--- config.mk ---
export PLATFORM = sky130hd
export DESIGN_NAME = acms_seq_flat
export DESIGN_NICKNAME = d
export VERILOG_FILES = /design/src/hw/rtl/acms_pkg.sv /design/src/hw/rtl/acms_item_if.sv /design/src/hw/rtl/acms_seq.sv /design/src/flat_wrapper.sv
export SDC_FILE = /design/constraint.sdc
export NUM_CORES = 1
export LEC_CHECK = 0
export ABC_CLOCK_PERIOD_IN_PS = 14150
export BUFFER_PORTS_ARGS = -buffer_cell sky130_fd_sc_hd__buf_2
export CAP_MARGIN = 30
export CORE_AREA = 2 2 187 189
export CTS_CLUSTER_SIZE = 14
export DETAILED_ROUTE_END_ITERATION = 10
export DIE_AREA = 0 0 189 191
export PLACE_DENSITY = 0.62
export SLEW_MARGIN = 20
export SYNTH_ARGS = -nofsm -noshare
export SYNTH_HDL_FRONTEND = slang
export SYNTH_SLANG_ARGS = --single-unit
--- constraint.sdc ---
create_clock -name clk -period 14.15 [get_ports clk]
set_input_delay 2.83 -clock clk [delete_from_list [all_inputs] [get_ports clk]]
set_output_delay 2.83 -clock clk [all_outputs]
set_load 0.005 [all_outputs]
--- src/hw/rtl/acms_pkg.sv ---
package acms_pkg;

	// Default sizes of the automaton stores.
	localparam int DEF_NUM_STATES    = 1024;
	localparam int DEF_ALPHABET_SIZE = 256;
	localparam int DEF_NUM_OUTPUTS   = 1024;
	localparam int DEF_MAX_RESULTS   = 64;

	// Fixed field widths of the channels.
	localparam int POS_W     = 48;
	localparam int PAT_W     = 16;
	localparam int IDX_W     = 10;
	localparam int OP_W      = 3;
	localparam int SYM_W     = 8;
	localparam int CFG_IDX_W = 2;
	// Widest internal store index that any parameter value can ask for.
	localparam int ADDR_MAX_W = 16;

	typedef enum logic [OP_W-1:0] {
		OP_SCAN   = 3'd0,
		OP_TRANS  = 3'd1,
		OP_HEAD   = 3'd2,
		OP_SUFFIX = 3'd3,
		OP_ENTRY  = 3'd4
	} op_t;

	localparam logic [CFG_IDX_W-1:0] CFG_SCAN_START = 2'd0;
	localparam logic [CFG_IDX_W-1:0] CFG_CORE_START = 2'd1;
	localparam logic [CFG_IDX_W-1:0] CFG_CORE_END   = 2'd2;

	// Table write request, taken straight from an accepted input transaction.
	typedef struct packed {
		logic                valid;
		logic [OP_W-1:0]     opcode;
		logic [SYM_W-1:0]    data_byte;
		logic [IDX_W-1:0]    state_index;
		logic [IDX_W-1:0]    target_state;
		logic                target_valid;
		logic [IDX_W-1:0]    output_index;
		logic                output_valid;
		logic [PAT_W-1:0]    pattern_number;
		logic [IDX_W-1:0]    next_output_index;
		logic                next_output_valid;
	} wr_req_t;

	// Read requests to the stores; each read port holds its data when not enabled.
	typedef struct packed {
		logic                  trans_en;
		logic [ADDR_MAX_W-1:0] trans_state;
		logic [SYM_W-1:0]      trans_sym;
		logic                  node_en;
		logic [ADDR_MAX_W-1:0] node_state;
		logic                  ent_en;
		logic [ADDR_MAX_W-1:0] ent_idx;
	} rd_req_t;

	// One result pushed from the sequencer into the output register.
	typedef struct packed {
		logic             push;
		logic [POS_W-1:0] end_position;
		logic [PAT_W-1:0] matched_pattern;
		logic             last_of_byte;
		logic             overflow;
	} push_t;

endpackage

--- src/hw/rtl/acms_item_if.sv ---
interface acms_item_if;
	logic                           valid;
	logic                           ready;
	logic [acms_pkg::OP_W-1:0]      opcode;
	logic [acms_pkg::SYM_W-1:0]     data_byte;
	logic                           restart;
	logic [acms_pkg::IDX_W-1:0]     state_index;
	logic [acms_pkg::IDX_W-1:0]     target_state;
	logic                           target_valid;
	logic [acms_pkg::IDX_W-1:0]     output_index;
	logic                           output_valid;
	logic [acms_pkg::PAT_W-1:0]     pattern_number;
	logic [acms_pkg::IDX_W-1:0]     next_output_index;
	logic                           next_output_valid;

	modport source (
		output valid, opcode, data_byte, restart, state_index, target_state, target_valid,
		output output_index, output_valid, pattern_number, next_output_index,
		output next_output_valid,
		input  ready
	);

	modport sink (
		input  valid, opcode, data_byte, restart, state_index, target_state, target_valid,
		input  output_index, output_valid, pattern_number, next_output_index,
		input  next_output_valid,
		output ready
	);
endinterface

--- src/hw/rtl/acms_seq.sv ---
module acms_seq #(
	parameter int NUM_STATES    = acms_pkg::DEF_NUM_STATES,
	parameter int ALPHABET_SIZE = acms_pkg::DEF_ALPHABET_SIZE,
	parameter int NUM_OUTPUTS   = acms_pkg::DEF_NUM_OUTPUTS,
	parameter int MAX_RESULTS   = acms_pkg::DEF_MAX_RESULTS,
	localparam int SW           = (NUM_STATES > 1) ? $clog2(NUM_STATES) : 1,
	localparam int OW           = (NUM_OUTPUTS > 1) ? $clog2(NUM_OUTPUTS) : 1
) (
	input  logic                       clk,
	input  logic                       arst_n,
	acms_item_if.sink                  item,
	input  logic [acms_pkg::POS_W-1:0] base_pos,
	input  logic [acms_pkg::POS_W-1:0] rpt_lo,
	input  logic [acms_pkg::POS_W-1:0] rpt_hi,
	input  logic                       out_free,
	output acms_pkg::wr_req_t          wr,
	output acms_pkg::rd_req_t          rd,
	input  logic [SW-1:0]              trans_state,
	input  logic [OW:0]                head_link,
	input  logic [SW:0]                sfx_link,
	input  logic [acms_pkg::PAT_W-1:0] ent_pattern,
	input  logic [OW:0]                ent_next,
	output acms_pkg::push_t            push
);

	localparam int CW = $clog2(MAX_RESULTS + 1);
	localparam int HW = $clog2(NUM_STATES + 1);

	typedef enum logic [4:0] {
		ST_IDLE  = 5'b00001,
		ST_TRANS = 5'b00010,
		ST_HEAD  = 5'b00100,
		ST_ENTRY = 5'b01000,
		ST_FLUSH = 5'b10000
	} st_t;

	st_t                        st_q, st_d;
	logic [SW-1:0]              cur_q, cur_d;
	logic [acms_pkg::POS_W-1:0] pos_q, pos_d;
	logic [acms_pkg::POS_W-1:0] bpos_q, bpos_d;
	logic                       rep_q, rep_d;
	logic [CW-1:0]              cnt_q, cnt_d;
	logic [HW-1:0]              hops_q, hops_d;
	logic                       cut_q, cut_d;
	logic                       pend_v_q, pend_v_d;
	logic [acms_pkg::PAT_W-1:0] pend_pat_q, pend_pat_d;
	logic                       sfx_v_q, sfx_v_d;
	logic [SW-1:0]              sfx_idx_q, sfx_idx_d;

	logic                       accept, is_scan, byte_ok;
	logic [SW-1:0]              eff_state;
	logic [acms_pkg::POS_W-1:0] eff_pos;
	logic [HW-1:0]              hops_inc;
	logic [CW-1:0]              cnt_inc;

	assign item.ready = (st_q == ST_IDLE);
	assign accept     = item.valid && item.ready;
	assign is_scan    = (item.opcode == acms_pkg::OP_SCAN);
	assign byte_ok    = {1'b0, item.data_byte} < 9'(ALPHABET_SIZE);
	assign eff_state  = item.restart ? '0 : cur_q;
	assign eff_pos    = item.restart ? base_pos : pos_q;
	assign hops_inc   = hops_q + HW'(1);
	assign cnt_inc    = cnt_q + CW'(1);

	always_comb begin
		wr.valid             = accept && !is_scan;
		wr.opcode            = item.opcode;
		wr.data_byte         = item.data_byte;
		wr.state_index       = item.state_index;
		wr.target_state      = item.target_state;
		wr.target_valid      = item.target_valid;
		wr.output_index      = item.output_index;
		wr.output_valid      = item.output_valid;
		wr.pattern_number    = item.pattern_number;
		wr.next_output_index = item.next_output_index;
		wr.next_output_valid = item.next_output_valid;
	end

	always_comb begin
		st_d       = st_q;
		cur_d      = cur_q;
		pos_d      = pos_q;
		bpos_d     = bpos_q;
		rep_d      = rep_q;
		cnt_d      = cnt_q;
		hops_d     = hops_q;
		cut_d      = cut_q;
		pend_v_d   = pend_v_q;
		pend_pat_d = pend_pat_q;
		sfx_v_d    = sfx_v_q;
		sfx_idx_d  = sfx_idx_q;
		rd         = '0;
		push       = '0;

		unique case (st_q)
			ST_IDLE: begin
				if (accept && is_scan) begin
					cur_d    = eff_state;
					pos_d    = eff_pos;
					cnt_d    = '0;
					hops_d   = '0;
					cut_d    = 1'b0;
					pend_v_d = 1'b0;
					if (eff_pos < rpt_hi) begin
						pos_d  = eff_pos + acms_pkg::POS_W'(1);
						bpos_d = eff_pos;
						rep_d  = (eff_pos >= rpt_lo);
						if (byte_ok) begin
							rd.trans_en    = 1'b1;
							rd.trans_state = acms_pkg::ADDR_MAX_W'(eff_state);
							rd.trans_sym   = item.data_byte;
							st_d           = ST_TRANS;
						end else if (eff_pos >= rpt_lo) begin
							rd.node_en    = 1'b1;
							rd.node_state = acms_pkg::ADDR_MAX_W'(eff_state);
							st_d          = ST_HEAD;
						end
					end
				end
			end
			ST_TRANS: begin
				cur_d = trans_state;
				if (rep_q) begin
					rd.node_en    = 1'b1;
					rd.node_state = acms_pkg::ADDR_MAX_W'(trans_state);
					st_d          = ST_HEAD;
				end else begin
					st_d = ST_IDLE;
				end
			end
			ST_HEAD: begin
				hops_d    = hops_inc;
				sfx_v_d   = sfx_link[SW];
				sfx_idx_d = sfx_link[SW-1:0];
				if (head_link[OW]) begin
					if (cnt_q == CW'(MAX_RESULTS)) begin
						cut_d = 1'b1;
						st_d  = ST_FLUSH;
					end else begin
						rd.ent_en  = 1'b1;
						rd.ent_idx = acms_pkg::ADDR_MAX_W'(head_link[OW-1:0]);
						st_d       = ST_ENTRY;
					end
				end else if (sfx_link[SW] && (hops_inc < HW'(NUM_STATES))) begin
					rd.node_en    = 1'b1;
					rd.node_state = acms_pkg::ADDR_MAX_W'(sfx_link[SW-1:0]);
				end else begin
					st_d = ST_FLUSH;
				end
			end
			ST_ENTRY: begin
				// The previous result goes out once we know it is not the last one.
				if (!pend_v_q || out_free) begin
					if (pend_v_q) begin
						push.push            = 1'b1;
						push.end_position    = bpos_q;
						push.matched_pattern = pend_pat_q;
					end
					pend_v_d   = 1'b1;
					pend_pat_d = ent_pattern;
					cnt_d      = cnt_inc;
					if (ent_next[OW]) begin
						if (cnt_inc == CW'(MAX_RESULTS)) begin
							cut_d = 1'b1;
							st_d  = ST_FLUSH;
						end else begin
							rd.ent_en  = 1'b1;
							rd.ent_idx = acms_pkg::ADDR_MAX_W'(ent_next[OW-1:0]);
						end
					end else if (sfx_v_q && (hops_q < HW'(NUM_STATES))) begin
						rd.node_en    = 1'b1;
						rd.node_state = acms_pkg::ADDR_MAX_W'(sfx_idx_q);
						st_d          = ST_HEAD;
					end else begin
						st_d = ST_FLUSH;
					end
				end
			end
			ST_FLUSH: begin
				if (!pend_v_q) begin
					st_d = ST_IDLE;
				end else if (out_free) begin
					push.push            = 1'b1;
					push.end_position    = bpos_q;
					push.matched_pattern = pend_pat_q;
					push.last_of_byte    = 1'b1;
					push.overflow        = cut_q;
					pend_v_d             = 1'b0;
					st_d                 = ST_IDLE;
				end
			end
			default: begin
				st_d = ST_IDLE;
			end
		endcase
	end

	always_ff @(posedge clk or negedge arst_n) begin
		if (!arst_n) begin
			st_q     <= ST_IDLE;
			cur_q    <= '0;
			pos_q    <= '0;
			rep_q    <= 1'b0;
			cnt_q    <= '0;
			hops_q   <= '0;
			cut_q    <= 1'b0;
			pend_v_q <= 1'b0;
			sfx_v_q  <= 1'b0;
		end else begin
			st_q     <= st_d;
			cur_q    <= cur_d;
			pos_q    <= pos_d;
			rep_q    <= rep_d;
			cnt_q    <= cnt_d;
			hops_q   <= hops_d;
			cut_q    <= cut_d;
			pend_v_q <= pend_v_d;
			sfx_v_q  <= sfx_v_d;
		end
	end

	always_ff @(posedge clk) begin
		bpos_q     <= bpos_d;
		pend_pat_q <= pend_pat_d;
		sfx_idx_q  <= sfx_idx_d;
	end

endmodule

--- src/flat_wrapper.sv ---
// flat-port wrapper written by rule: the top's interface ports become plain ports
module acms_seq_flat 
#(
	parameter int NUM_STATES    = acms_pkg::DEF_NUM_STATES,
	parameter int ALPHABET_SIZE = acms_pkg::DEF_ALPHABET_SIZE,
	parameter int NUM_OUTPUTS   = acms_pkg::DEF_NUM_OUTPUTS,
	parameter int MAX_RESULTS   = acms_pkg::DEF_MAX_RESULTS,
	localparam int SW           = (NUM_STATES > 1) ? $clog2(NUM_STATES) : 1,
	localparam int OW           = (NUM_OUTPUTS > 1) ? $clog2(NUM_OUTPUTS) : 1
)
  (clk, arst_n, base_pos, rpt_lo, rpt_hi, out_free, wr, rd, trans_state, head_link, sfx_link, ent_pattern, ent_next, push, item_valid, item_opcode, item_data_byte, item_restart, item_state_index, item_target_state, item_target_valid, item_output_index, item_output_valid, item_pattern_number, item_next_output_index, item_next_output_valid, item_ready);
  acms_item_if item_i ();
  input  logic clk;
  input  logic arst_n;
  input  logic [acms_pkg::POS_W-1:0] base_pos;
  input  logic [acms_pkg::POS_W-1:0] rpt_lo;
  input  logic [acms_pkg::POS_W-1:0] rpt_hi;
  input  logic out_free;
  output acms_pkg::wr_req_t wr;
  output acms_pkg::rd_req_t rd;
  input  logic [SW-1:0] trans_state;
  input  logic [OW:0] head_link;
  input  logic [SW:0] sfx_link;
  input  logic [acms_pkg::PAT_W-1:0] ent_pattern;
  input  logic [OW:0] ent_next;
  output acms_pkg::push_t push;
  input wire logic [$bits(item_i.valid)-1:0] item_valid;
  input wire logic [$bits(item_i.opcode)-1:0] item_opcode;
  input wire logic [$bits(item_i.data_byte)-1:0] item_data_byte;
  input wire logic [$bits(item_i.restart)-1:0] item_restart;
  input wire logic [$bits(item_i.state_index)-1:0] item_state_index;
  input wire logic [$bits(item_i.target_state)-1:0] item_target_state;
  input wire logic [$bits(item_i.target_valid)-1:0] item_target_valid;
  input wire logic [$bits(item_i.output_index)-1:0] item_output_index;
  input wire logic [$bits(item_i.output_valid)-1:0] item_output_valid;
  input wire logic [$bits(item_i.pattern_number)-1:0] item_pattern_number;
  input wire logic [$bits(item_i.next_output_index)-1:0] item_next_output_index;
  input wire logic [$bits(item_i.next_output_valid)-1:0] item_next_output_valid;
  output wire logic [$bits(item_i.ready)-1:0] item_ready;
  assign item_i.valid = item_valid;
  assign item_i.opcode = item_opcode;
  assign item_i.data_byte = item_data_byte;
  assign item_i.restart = item_restart;
  assign item_i.state_index = item_state_index;
  assign item_i.target_state = item_target_state;
  assign item_i.target_valid = item_target_valid;
  assign item_i.output_index = item_output_index;
  assign item_i.output_valid = item_output_valid;
  assign item_i.pattern_number = item_pattern_number;
  assign item_i.next_output_index = item_next_output_index;
  assign item_i.next_output_valid = item_next_output_valid;
  assign item_ready = item_i.ready;
  acms_seq #(.NUM_STATES(NUM_STATES), .ALPHABET_SIZE(ALPHABET_SIZE), .NUM_OUTPUTS(NUM_OUTPUTS), .MAX_RESULTS(MAX_RESULTS)) u_core (.clk(clk), .arst_n(arst_n), .item(item_i), .base_pos(base_pos), .rpt_lo(rpt_lo), .rpt_hi(rpt_hi), .out_free(out_free), .wr(wr), .rd(rd), .trans_state(trans_state), .head_link(head_link), .sfx_link(sfx_link), .ent_pattern(ent_pattern), .ent_next(ent_next), .push(push));
endmodule
==> impl_results.html, run 1 <==
<table>
<tr><th>Metric</th><th>Value</th></tr>
<tr><th colspan="2">Global route</th></tr>
<tr><td>Wire length of the first global-routing pass</td><td>55300 um</td></tr>
<tr><td>Maximum number of pins on one net before global-route repair</td><td>100</td></tr>
<tr><td>Global-route congestion overflow total</td><td>0</td></tr>
<tr><td>Initial antenna violation count</td><td>3</td></tr>
<tr><td>Overall global routing resource usage</td><td>0.196</td></tr>
<tr><td>Number of global-route vias before repair</td><td>10360</td></tr>
<tr><th colspan="2">Logic synthesis</th></tr>
<tr><td>Part of the Yosys area used for sequential elements</td><td>0.363</td></tr>
<tr><td>Most common cell in the synthesized netlist</td><td>inv_1</td></tr>
<tr><td>Async S/R FF share, synth</td><td>0.535</td></tr>
<tr><td>Average footprint of a synthesized cell</td><td>9.07 sq um</td></tr>
<tr><td>Most instantiated flip-flop cell in the synthesis netlist</td><td>dfrtp_1</td></tr>
<tr><td>Cell Area, Synth</td><td>0.0120 sq mm</td></tr>
<tr><td>Cell taking the most area after synthesis</td><td>edfxtp_1</td></tr>
<tr><td>Synth area leaders</td><td>edfxtp_1, dfrtp_1, ha_1</td></tr>
<tr><td>Post-synthesis sequential element count</td><td>159</td></tr>
<tr><td>Area share of the largest cell type after synthesis</td><td>0.186</td></tr>
<tr><td>Ys Warns</td><td>0</td></tr>
<tr><td>Number of enable-type register cells in the synthesized netlist</td><td>74</td></tr>
<tr><td>Synth cell types</td><td>75</td></tr>
<tr><td>Top cell types by occurrence after synthesis</td><td>inv_1, nand2_1, ha_1</td></tr>
<tr><td>Post-Synthesis Cells</td><td>1320</td></tr>
<tr><th colspan="2">Place</th></tr>
<tr><td>Area of placed instances</td><td>0.0135 sq mm</td></tr>
<tr><td>Port buffer count</td><td>339</td></tr>
<tr><td>HPWL after DPL</td><td>27300 um</td></tr>
<tr><td>Routability congestion estimate</td><td>0.855</td></tr>
<tr><th colspan="2">Cells and area</th></tr>
<tr><td>Post-route core utilization</td><td>0.414</td></tr>
<tr><td>Synthesis-to-layout area growth</td><td>17.9%</td></tr>
<tr><td>Final std cell area, no fill</td><td>0.0141 sq mm</td></tr>
<tr><td>Filler cells</td><td>3470</td></tr>
<tr><td>Final-stage net count</td><td>1939</td></tr>
<tr><td>Share of final-layout standard cells stronger than drive strength 1</td><td>0.274</td></tr>
<tr><th colspan="2">Power</th></tr>
<tr><td>Total chip power</td><td>1680 uW</td></tr>
<tr><td>Leakage power</td><td>0.00706 uW</td></tr>
<tr><td>Maximum vdd drop</td><td>0.0812 mV</td></tr>
<tr><td>Power density over the cells</td><td>119 mW/mm^2</td></tr>
<tr><th colspan="2">Setup path</th></tr>
<tr><td>Critical path's largest stage delay</td><td>0.75 ns</td></tr>
<tr><td>Critical-path maximum fanout</td><td>38</td></tr>
<tr><td>Startpoint Class</td><td>input pin</td></tr>
<tr><td>CP Data Arrival Time</td><td>7.74 ns</td></tr>
<tr><td>Worst setup EP type</td><td>primary output</td></tr>
<tr><td>Slowest stage cell on the critical path</td><td>a211oi_1</td></tr>
<tr><td>Most used cell, CP</td><td>buf_4</td></tr>
<tr><td>Gate family responsible for the most delay along the worst path</td><td>buffers and inverters</td></tr>
<tr><td>Buffers and inverters on the worst path</td><td>6</td></tr>
<tr><td>Category of the critical setup timing path</td><td>input pin to primary output</td></tr>
<tr><td>Required time reported for the critical path endpoint</td><td>11.32 ns</td></tr>
<tr><td>Cell chain of the critical path</td><td>buf_4, mux2i_1, inv_1, ha_1, a21oi_1, o21ai_0, a211oi_1, nor2_1, buf_4, a41oi_1, nand3_1, inv_2, buf_4, buf_2</td></tr>
<tr><th colspan="2">Clock tree</th></tr>
<tr><td>Clock insertion delay at the later pin of the skew report</td><td>0.45 ns</td></tr>
<tr><td>Post-CTS resize count</td><td>0</td></tr>
<tr><td>Clock tree from TritonCTS</td><td>yes</td></tr>
<tr><td>Number of sinks on the clock net</td><td>159</td></tr>
<tr><td>Hold buffers post-CTS</td><td>0</td></tr>
<tr><td>Bufs on Longest Clock Path</td><td>2</td></tr>
<tr><td>Cell at the root of the clock tree</td><td>clkbuf_16</td></tr>
<tr><td>Clock transition at the registers of the reported paths</td><td>0.07 ns</td></tr>
<tr><td>Number of CTS-inserted buffers</td><td>17</td></tr>
<tr><td>H-tree depth reported by CTS</td><td>4</td></tr>
<tr><td>Setup Fix Bufs, Post-CTS</td><td>0</td></tr>
<tr><th colspan="2">STA</th></tr>
<tr><td>Crit share post-route</td><td>0.747</td></tr>
<tr><td>Worst setup skew after layout</td><td>0.0177 ns</td></tr>
<tr><td>Final hold slack</td><td>0.475 ns</td></tr>
<tr><td>Total negative slack</td><td>0 ns</td></tr>
<tr><td>Setup repair after global routing missed its margin</td><td>no</td></tr>
<tr><td>Tmin final</td><td>10.57 ns</td></tr>
<tr><td>Count of endpoints failing hold in the final timing report</td><td>0</td></tr>
<tr><td>Max Clock Freq</td><td>94.6 MHz</td></tr>
<tr><td>Tightest Pin Transition</td><td>0.887 ns</td></tr>
<tr><td>Final Setup Violations</td><td>0</td></tr>
<tr><td>Slew headroom</td><td>0.405</td></tr>
<tr><td>Final slew viol count</td><td>0</td></tr>
<tr><th colspan="2">Worst hold path</th></tr>
<tr><td>Type of the most critical hold path</td><td>register to register</td></tr>
<tr><th colspan="2">Routing</th></tr>
<tr><td>Via count of the routed design</td><td>10755</td></tr>
<tr><td>First-pass DRT Iterations</td><td>7</td></tr>
<tr><td>Routed WL per cell</td><td>17.9 um</td></tr>
<tr><td>Ratio of routed vias to standard cells</td><td>5.29</td></tr>
<tr><td>Aggregate routed wire length</td><td>36400 um</td></tr>
<tr><td>Initial DRC Count</td><td>737</td></tr>
<tr><td>Detail Route Antenna Nets</td><td>0</td></tr>
<tr><td>Post-route DRC</td><td>0</td></tr>
<tr><th colspan="2">Die</th></tr>
<tr><td>Row count</td><td>68</td></tr>
<tr><td>Die height</td><td>191 um</td></tr>
<tr><td>Die area</td><td>0.0361 sq mm</td></tr>
<tr><td>Starting utilization of the core area</td><td>0.351</td></tr>
<tr><td>Floorplan core area</td><td>0.0341 sq mm</td></tr>
<tr><td>DIE WIDTH</td><td>189 um</td></tr>
<tr><td>Count of pins on the block boundary</td><td>476</td></tr>
<tr><th colspan="2">Job</th></tr>
<tr><td>Max-cap check violation count</td><td>0</td></tr>
<tr><th colspan="2">Outcome</th></tr>
<tr><td>Run status</td><td>finished, final reports clean</td></tr>
</table>
## registers in the layout, indices dropped and copies added (netlist names), 5 cells and up
| name | flops |
|---|---|
| u_core.st_q | 5 |
| u_core.cur_q | 10 |
| u_core.sfx_idx_q | 10 |
| u_core.pend_pat_q | 16 |
| u_core.bpos_q | 48 |
| u_core.cnt_q | 7 |
| u_core.hops_q | 11 |
| u_core.pos_q | 48 |
## stage by stage
stage	worst slack, ns	cells
3_3_place_gp	3.67	1995
3_5_place_dp	3.43	1995
5_1_grt	3.10	2032
2_1_floorplan	4.69	1337
6_report	3.58	2033
4_1_cts	3.45	2027
## routing by layer
layer  global-route usage  vias to the layer above  wire length, um
li1                     -                     5156                -
met1                0.250                     5134            15800
met2                0.326                      392            17100
met3               0.0343                       73             2250
met4               0.0850                        0             1190
met5                    0                        -                0
## worst min-delay path: stages, from the launching register on
cell and delay [ns]:
dfrtp_1 0.34, nand2_1 0.05, o31ai_1 0.05
## power breakdown
group	switching, uW	internal (uW)	leakage, uW
combinational	334	230	0.00503
clock	213	246	0.000269
sequential	64.6	591	0.00176
total	611	1070	0.00706
## worst paths after layout
path | startpoint | end | slack, ns | depth (start not counted)
setup / recovery | item_restart | rd[58] | 3.58 | 14
max in group asynchronous | arst_n | u_core.pos_q[47] | 10.65 | 2
min in group asynchronous | arst_n | u_core.st_q[3] | 2.37 | 1
hold / removal | u_core.pos_q[1] | u_core.pos_q[1] | 0.48 | 2
setup reg to reg | u_core.pos_q[39] | u_core.bpos_q[19] | 9.27 | 12
hold reg to reg | u_core.pos_q[1] | u_core.pos_q[1] | 0.48 | 2
## cell type report
type	instances	area [sq um]	area share
Clock buffer	18	429	0.0304
Timing Repair Buffer	350	1800	0.128
Antenna cell	3	7.51	0.000532
Tap cell	455	569	0.0403
Sequential cell	159	4350	0.308
Multi-Input combinational cell	893	6290	0.446
Inverter	141	529	0.0375
Clock inverter	14	133	0.00940
## cell families after synthesis
logic type | synth area share
AND/OR/NAND/NOR | 0.204
buffers and inverters | 0.119
AO/OA/AOI/OAI | 0.155
flip-flops | 0.363
adder cells (fa/ha/maj) | 0.103
multiplexers | 0.0475
XOR/XNOR | 0.00659
other | 0.000313
## layout by cell type, fill, tap and decap left out, types with 5 or more instances in the layout
| cell | instances |
|---|---|
| a31oi_1 | 23 |
| and4_1 | 17 |
| o2111ai_1 | 5 |
| nor3_1 | 36 |
| a222oi_1 | 10 |
| a21oi_1 | 39 |
| and2_1 | 76 |
| mux2_2 | 30 |
| a211oi_1 | 9 |
| a221o_1 | 7 |
| inv_1 | 140 |
| buf_2 | 337 |
| nand2_1 | 110 |
| dfrtp_1 | 84 |
| ha_1 | 99 |
| nor4_1 | 10 |
| nand4_1 | 36 |
| o211ai_1 | 14 |
| o21ai_0 | 45 |
| edfxtp_1 | 74 |
| buf_4 | 12 |
| a21o_1 | 27 |
| a22o_1 | 12 |
| and3_1 | 13 |
| a22oi_1 | 6 |
| xor2_1 | 6 |
| a2111oi_0 | 6 |
| and3b_1 | 6 |
| clkbuf_16 | 17 |
| nand3_1 | 30 |
| mux2i_1 | 23 |
| nor3b_1 | 11 |
| conb_1 | 18 |
| nor2_1 | 62 |
| or3_1 | 7 |
| or4_1 | 7 |
| nor2b_1 | 9 |
| o31ai_1 | 23 |
(Power assumes the default switching activity.)
==> run 2, diff against run 1 <==
ABC_AREA = 1   (was not set)
ABC_CLOCK_PERIOD_IN_PS = 10300   (was 14150)
PLACE_DENSITY = 0.65   (was 0.62)
clock period = 10.3 ns   (was 14.15 ns; I/O delays follow)
==> impl_results.html, run 2 <==
<table>
<tr><th>Metric</th><th>Value</th></tr>
<tr><th colspan="2">Power</th></tr>
<tr><td>Power density over the cells</td><td>166 mW/mm^2 (was 119 mW/mm^2)</td></tr>
<tr><td>Maximum vdd drop</td><td>0.123 mV (was 0.0812 mV)</td></tr>
<tr><td>Leakage power</td><td>0.00823 uW (was 0.00706 uW)</td></tr>
<tr><th colspan="2">Routing</th></tr>
<tr><td>Routed WL per cell</td><td>15.9 um (was 17.9 um)</td></tr>
<tr><td>Aggregate routed wire length</td><td>40700 um (was 36400 um)</td></tr>
<tr><td>Initial DRC Count</td><td>948 (was 737)</td></tr>
<tr><td>Post-route DRC</td><td>0 (unchanged)</td></tr>
<tr><td>Ratio of routed vias to standard cells</td><td>4.81 (was 5.29)</td></tr>
<tr><td>Detail Route Antenna Nets</td><td>0 (unchanged)</td></tr>
<tr><td>Via count of the routed design</td><td>12333 (was 10755)</td></tr>
<tr><td>First-pass DRT Iterations</td><td>5 (was 7)</td></tr>
<tr><th colspan="2">Clock tree</th></tr>
<tr><td>Clock transition at the registers of the reported paths</td><td>0.07 ns (about the same)</td></tr>
<tr><td>Setup Fix Bufs, Post-CTS</td><td>0 (unchanged)</td></tr>
<tr><td>Cell at the root of the clock tree</td><td>clkbuf_16 (unchanged)</td></tr>
<tr><td>Clock tree from TritonCTS</td><td>yes (unchanged)</td></tr>
<tr><td>Hold buffers post-CTS</td><td>0 (unchanged)</td></tr>
<tr><td>Post-CTS resize count</td><td>0 (unchanged)</td></tr>
<tr><td>Number of sinks on the clock net</td><td>159 (unchanged)</td></tr>
<tr><td>Number of CTS-inserted buffers</td><td>17 (unchanged)</td></tr>
<tr><td>Clock insertion delay at the later pin of the skew report</td><td>0.45 ns (about the same)</td></tr>
<tr><td>H-tree depth reported by CTS</td><td>4 (unchanged)</td></tr>
<tr><td>Bufs on Longest Clock Path</td><td>2 (unchanged)</td></tr>
<tr><th colspan="2">Logic synthesis</th></tr>
<tr><td>Async S/R FF share, synth</td><td>0.535 (unchanged)</td></tr>
<tr><td>Top cell types by occurrence after synthesis</td><td>nand2_1, inv_1, nor2_1 (was inv_1, nand2_1, ha_1)</td></tr>
<tr><td>Most common cell in the synthesized netlist</td><td>nand2_1 (was inv_1)</td></tr>
<tr><td>Ys Warns</td><td>0 (unchanged)</td></tr>
<tr><td>Number of enable-type register cells in the synthesized netlist</td><td>74 (unchanged)</td></tr>
<tr><td>Most instantiated flip-flop cell in the synthesis netlist</td><td>dfrtp_1 (unchanged)</td></tr>
<tr><td>Cell taking the most area after synthesis</td><td>nand2_1 (was edfxtp_1)</td></tr>
<tr><td>Synth cell types</td><td>40 (was 75)</td></tr>
<tr><td>Post-synthesis sequential element count</td><td>159 (unchanged)</td></tr>
<tr><td>Part of the Yosys area used for sequential elements</td><td>0.341 (was 0.363)</td></tr>
<tr><td>Average footprint of a synthesized cell</td><td>6.89 sq um (was 9.07 sq um)</td></tr>
<tr><td>Cell Area, Synth</td><td>0.0127 sq mm (was 0.0120 sq mm)</td></tr>
<tr><td>Post-Synthesis Cells</td><td>1849 (was 1320)</td></tr>
<tr><td>Area share of the largest cell type after synthesis</td><td>0.184 (was 0.186)</td></tr>
<tr><td>Synth area leaders</td><td>nand2_1, edfxtp_1, dfrtp_1 (was edfxtp_1, dfrtp_1, ha_1)</td></tr>
<tr><th colspan="2">Die</th></tr>
<tr><td>Floorplan core area</td><td>0.0341 sq mm (unchanged)</td></tr>
<tr><td>Count of pins on the block boundary</td><td>476 (unchanged)</td></tr>
<tr><td>Row count</td><td>68 (unchanged)</td></tr>
<tr><td>Die area</td><td>0.0361 sq mm (unchanged)</td></tr>
<tr><td>Starting utilization of the core area</td><td>0.373 (was 0.351)</td></tr>
<tr><td>DIE WIDTH</td><td>189 um (unchanged)</td></tr>
<tr><td>Die height</td><td>191 um (unchanged)</td></tr>
<tr><th colspan="2">Setup path</th></tr>
<tr><td>Gate family responsible for the most delay along the worst path</td><td>buffers and inverters (unchanged)</td></tr>
<tr><td>Category of the critical setup timing path</td><td>input pin to primary output (unchanged)</td></tr>
<tr><td>Startpoint Class</td><td>input pin (unchanged)</td></tr>
<tr><td>Cell chain of the critical path</td><td>buf_2, inv_2, or2_2, o21ai_0, inv_1, ha_1, a21oi_1, o21ai_0, a21oi_1, nand2_1, nor2_4, buf_4, nand3_2, nor3_1, buf_2 (was buf_4, mux2i_1, inv_1, ha_1, a21oi_1, o21ai_0, a211oi_1, nor2_1, buf_4, a41oi_1, nand3_1, inv_2, buf_4, buf_2)</td></tr>
<tr><td>Slowest stage cell on the critical path</td><td>buf_2 (was a211oi_1)</td></tr>
<tr><td>Required time reported for the critical path endpoint</td><td>8.24 ns (was 11.32 ns)</td></tr>
<tr><td>CP Data Arrival Time</td><td>6.46 ns (was 7.74 ns)</td></tr>
<tr><td>Worst reg2reg startpoint</td><td>u_core.pos_q[39] (unchanged)</td></tr>
<tr><td>Worst setup EP type</td><td>primary output (unchanged)</td></tr>
<tr><td>Length in cells of the worst reg-to-reg path</td><td>14 (was 12)</td></tr>
<tr><td>Critical path's largest stage delay</td><td>0.61 ns (was 0.75 ns)</td></tr>
<tr><td>Critical R2R Capture</td><td>u_core.bpos_q[43] (was u_core.bpos_q[19])</td></tr>
<tr><td>Buffers and inverters on the worst path</td><td>5 (was 6)</td></tr>
<tr><td>Slack of the worst reg-to-reg path</td><td>6.23 ns (was 9.27 ns)</td></tr>
<tr><td>Critical-path maximum fanout</td><td>51 (was 38)</td></tr>
<tr><th colspan="2">Cells and area</th></tr>
<tr><td>Total inserted antenna cells</td><td>0 (was 3)</td></tr>
<tr><td>Share of final-layout standard cells stronger than drive strength 1</td><td>0.204 (was 0.274)</td></tr>
<tr><td>Final-stage net count</td><td>2472 (was 1939)</td></tr>
<tr><td>Synthesis-to-layout area growth</td><td>16.2% (was 17.9%)</td></tr>
<tr><td>Biggest registers after layout</td><td>u_core.bpos_q (48), u_core.pos_q (48), u_core.pend_pat_q (16) (unchanged)</td></tr>
<tr><td>Most common cell after layout, fill and taps aside</td><td>nand2_1 (was buf_2)</td></tr>
<tr><td>Final standard cell count with taps included and fillers excluded</td><td>2563 (was 2033)</td></tr>
<tr><td>Commonest non-fill, non-tap cells in the layout</td><td>nand2_1, buf_2, inv_1, nor2_1, nand3_1 (was buf_2, inv_1, nand2_1, ha_1, dfrtp_1)</td></tr>
<tr><td>Filler cells</td><td>3538 (was 3470)</td></tr>
<tr><th colspan="2">Place</th></tr>
<tr><td>Worst slack after detailed placement</td><td>1.80 ns (was 3.43 ns)</td></tr>
<tr><td>Port buffer count</td><td>339 (unchanged)</td></tr>
<tr><td>Routability congestion estimate</td><td>0.893 (was 0.855)</td></tr>
<tr><td>HPWL after DPL</td><td>31300 um (was 27300 um)</td></tr>
<tr><td># placed instances</td><td>2531 (was 1995)</td></tr>
<tr><th colspan="2">STA</th></tr>
<tr><td>Setup repair after global routing missed its margin</td><td>no (unchanged)</td></tr>
<tr><td>Tightest Pin Transition</td><td>0.931 ns (was 0.887 ns)</td></tr>
<tr><td>Final slew viol count</td><td>0 (unchanged)</td></tr>
<tr><td>Slew headroom</td><td>0.379 (was 0.405)</td></tr>
<tr><td>Tmin final</td><td>8.52 ns</td></tr>
<tr><td>Count of endpoints failing hold in the final timing report</td><td>0 (unchanged)</td></tr>
<tr><td>Final Setup Violations</td><td>0 (unchanged)</td></tr>
<tr><td>Final worst slack</td><td>1.78 ns (was 3.58 ns)</td></tr>
<tr><td>Crit share post-route</td><td>0.827</td></tr>
<tr><td>Max Clock Freq</td><td>117 MHz</td></tr>
<tr><td>Total negative slack</td><td>0 ns (unchanged)</td></tr>
<tr><td>Worst setup skew after layout</td><td>0.0125 ns (was 0.0177 ns)</td></tr>
<tr><th colspan="2">Global route</th></tr>
<tr><td>Initial antenna violation count</td><td>0 (was 3)</td></tr>
<tr><td>Maximum number of pins on one net before global-route repair</td><td>65 (was 100)</td></tr>
<tr><td>Global-route congestion overflow total</td><td>0 (unchanged)</td></tr>
<tr><td>Overall global routing resource usage</td><td>0.224 (was 0.196)</td></tr>
<tr><td>Wire length of the first global-routing pass</td><td>63100 um (was 55300 um)</td></tr>
<tr><td>Number of global-route vias before repair</td><td>11795 (was 10360)</td></tr>
<tr><th colspan="2">Outcome</th></tr>
<tr><td>Run status</td><td>finished, final reports clean (unchanged)</td></tr>
<tr><th colspan="2">Worst hold path</th></tr>
<tr><td>Min-Delay Endpoint</td><td>u_core.pos_q[13] (was u_core.pos_q[1])</td></tr>
<tr><td>Count of cells along the worst hold path</td><td>2 (unchanged)</td></tr>
<tr><td>Type of the most critical hold path</td><td>register to register (unchanged)</td></tr>
<tr><td>Launch instance of the worst min-delay path</td><td>u_core.pos_q[13] (was u_core.pos_q[1])</td></tr>
<tr><th colspan="2">Job</th></tr>
<tr><td>Max-cap check violation count</td><td>0 (unchanged)</td></tr>
</table>
[run 2: stage by stage]
| step | hold WS, ns | util | instance area, sq um | total power [uW] |
|---|---|---|---|---|
| floorplan | 0.444 | - | 12800 | 1590 |
| global placement | 0.463 | 0.418 | 14200 | 1830 |
| detailed placement | 0.466 | 0.418 | 14300 | 1860 |
| CTS | 0.483 | 0.434 | 14800 | 2480 |
| global route | 0.499 | 0.434 | 14800 | 2660 |
| finish | 0.481 | 0.434 | 14800 | 2460 |
[run 2: worst max path at each step]
stage	from	depth (start not counted)	slack, ns	end
finish	item_restart	15	1.78	rd[49]
floorplan	item_restart	14	3.26	rd[58]
global placement	item_restart	15	1.96	rd[51]
CTS	item_restart	15	1.79	rd[49]
global route	item_restart	15	1.32	rd[49]
detailed placement	item_restart	15	1.80	rd[49]
[run 2: worst register-to-register path: stages (launching register included)]
cell and delay, ns:
dfrtp_1 0.38, nand2_1 0.08, nand2_1 0.30, ha_1 0.43, nand4_1 0.13, nor3_1 0.08, nand2_1 0.10, nor2_1 0.04
nand2_1 0.07, nand2_1 0.09, nor2_4 0.08, buf_4 0.48, nand3_2 0.52, inv_2 0.25, buf_4 0.64
[run 2: cell type report]
type	instances	area, sq um	share of cell area
Clock buffer	18	429	0.0290
Sequential cell	159	4350	0.294
Multi-Input combinational cell	1301	6560	0.443
Timing Repair Buffer	350	1790	0.121
Clock inverter	14	111	0.00752
Inverter	266	998	0.0675
Tap cell	455	569	0.0385
[run 2: cells by family after synthesis]
family,after synthesis,share of synthesized area
xor gates and xnor gates,36,0.0247
and+or+nand+nor,1018,0.329
buffers and inverters,406,0.150
other,1,0.000294
adders and majority gates,99,0.0972
DFF,159,0.341
AOI/OAI and AO/OA,130,0.0569
[run 2: layer usage]
metal / track usage / wire length (um) / share of wire
met5: 0 / 0 / 0
met4: 0.0679 / 726 / 0.018
met3: 0.0415 / 2600 / 0.064
met2: 0.369 / 19000 / 0.47
met1: 0.299 / 18400 / 0.45
[run 2: power by group]
group / switching (uW) / internal [uW] / total [uW]
combinational: 610 / 332 / 942
clock: 292 / 312 / 604
sequential: 82.8 / 830 / 913
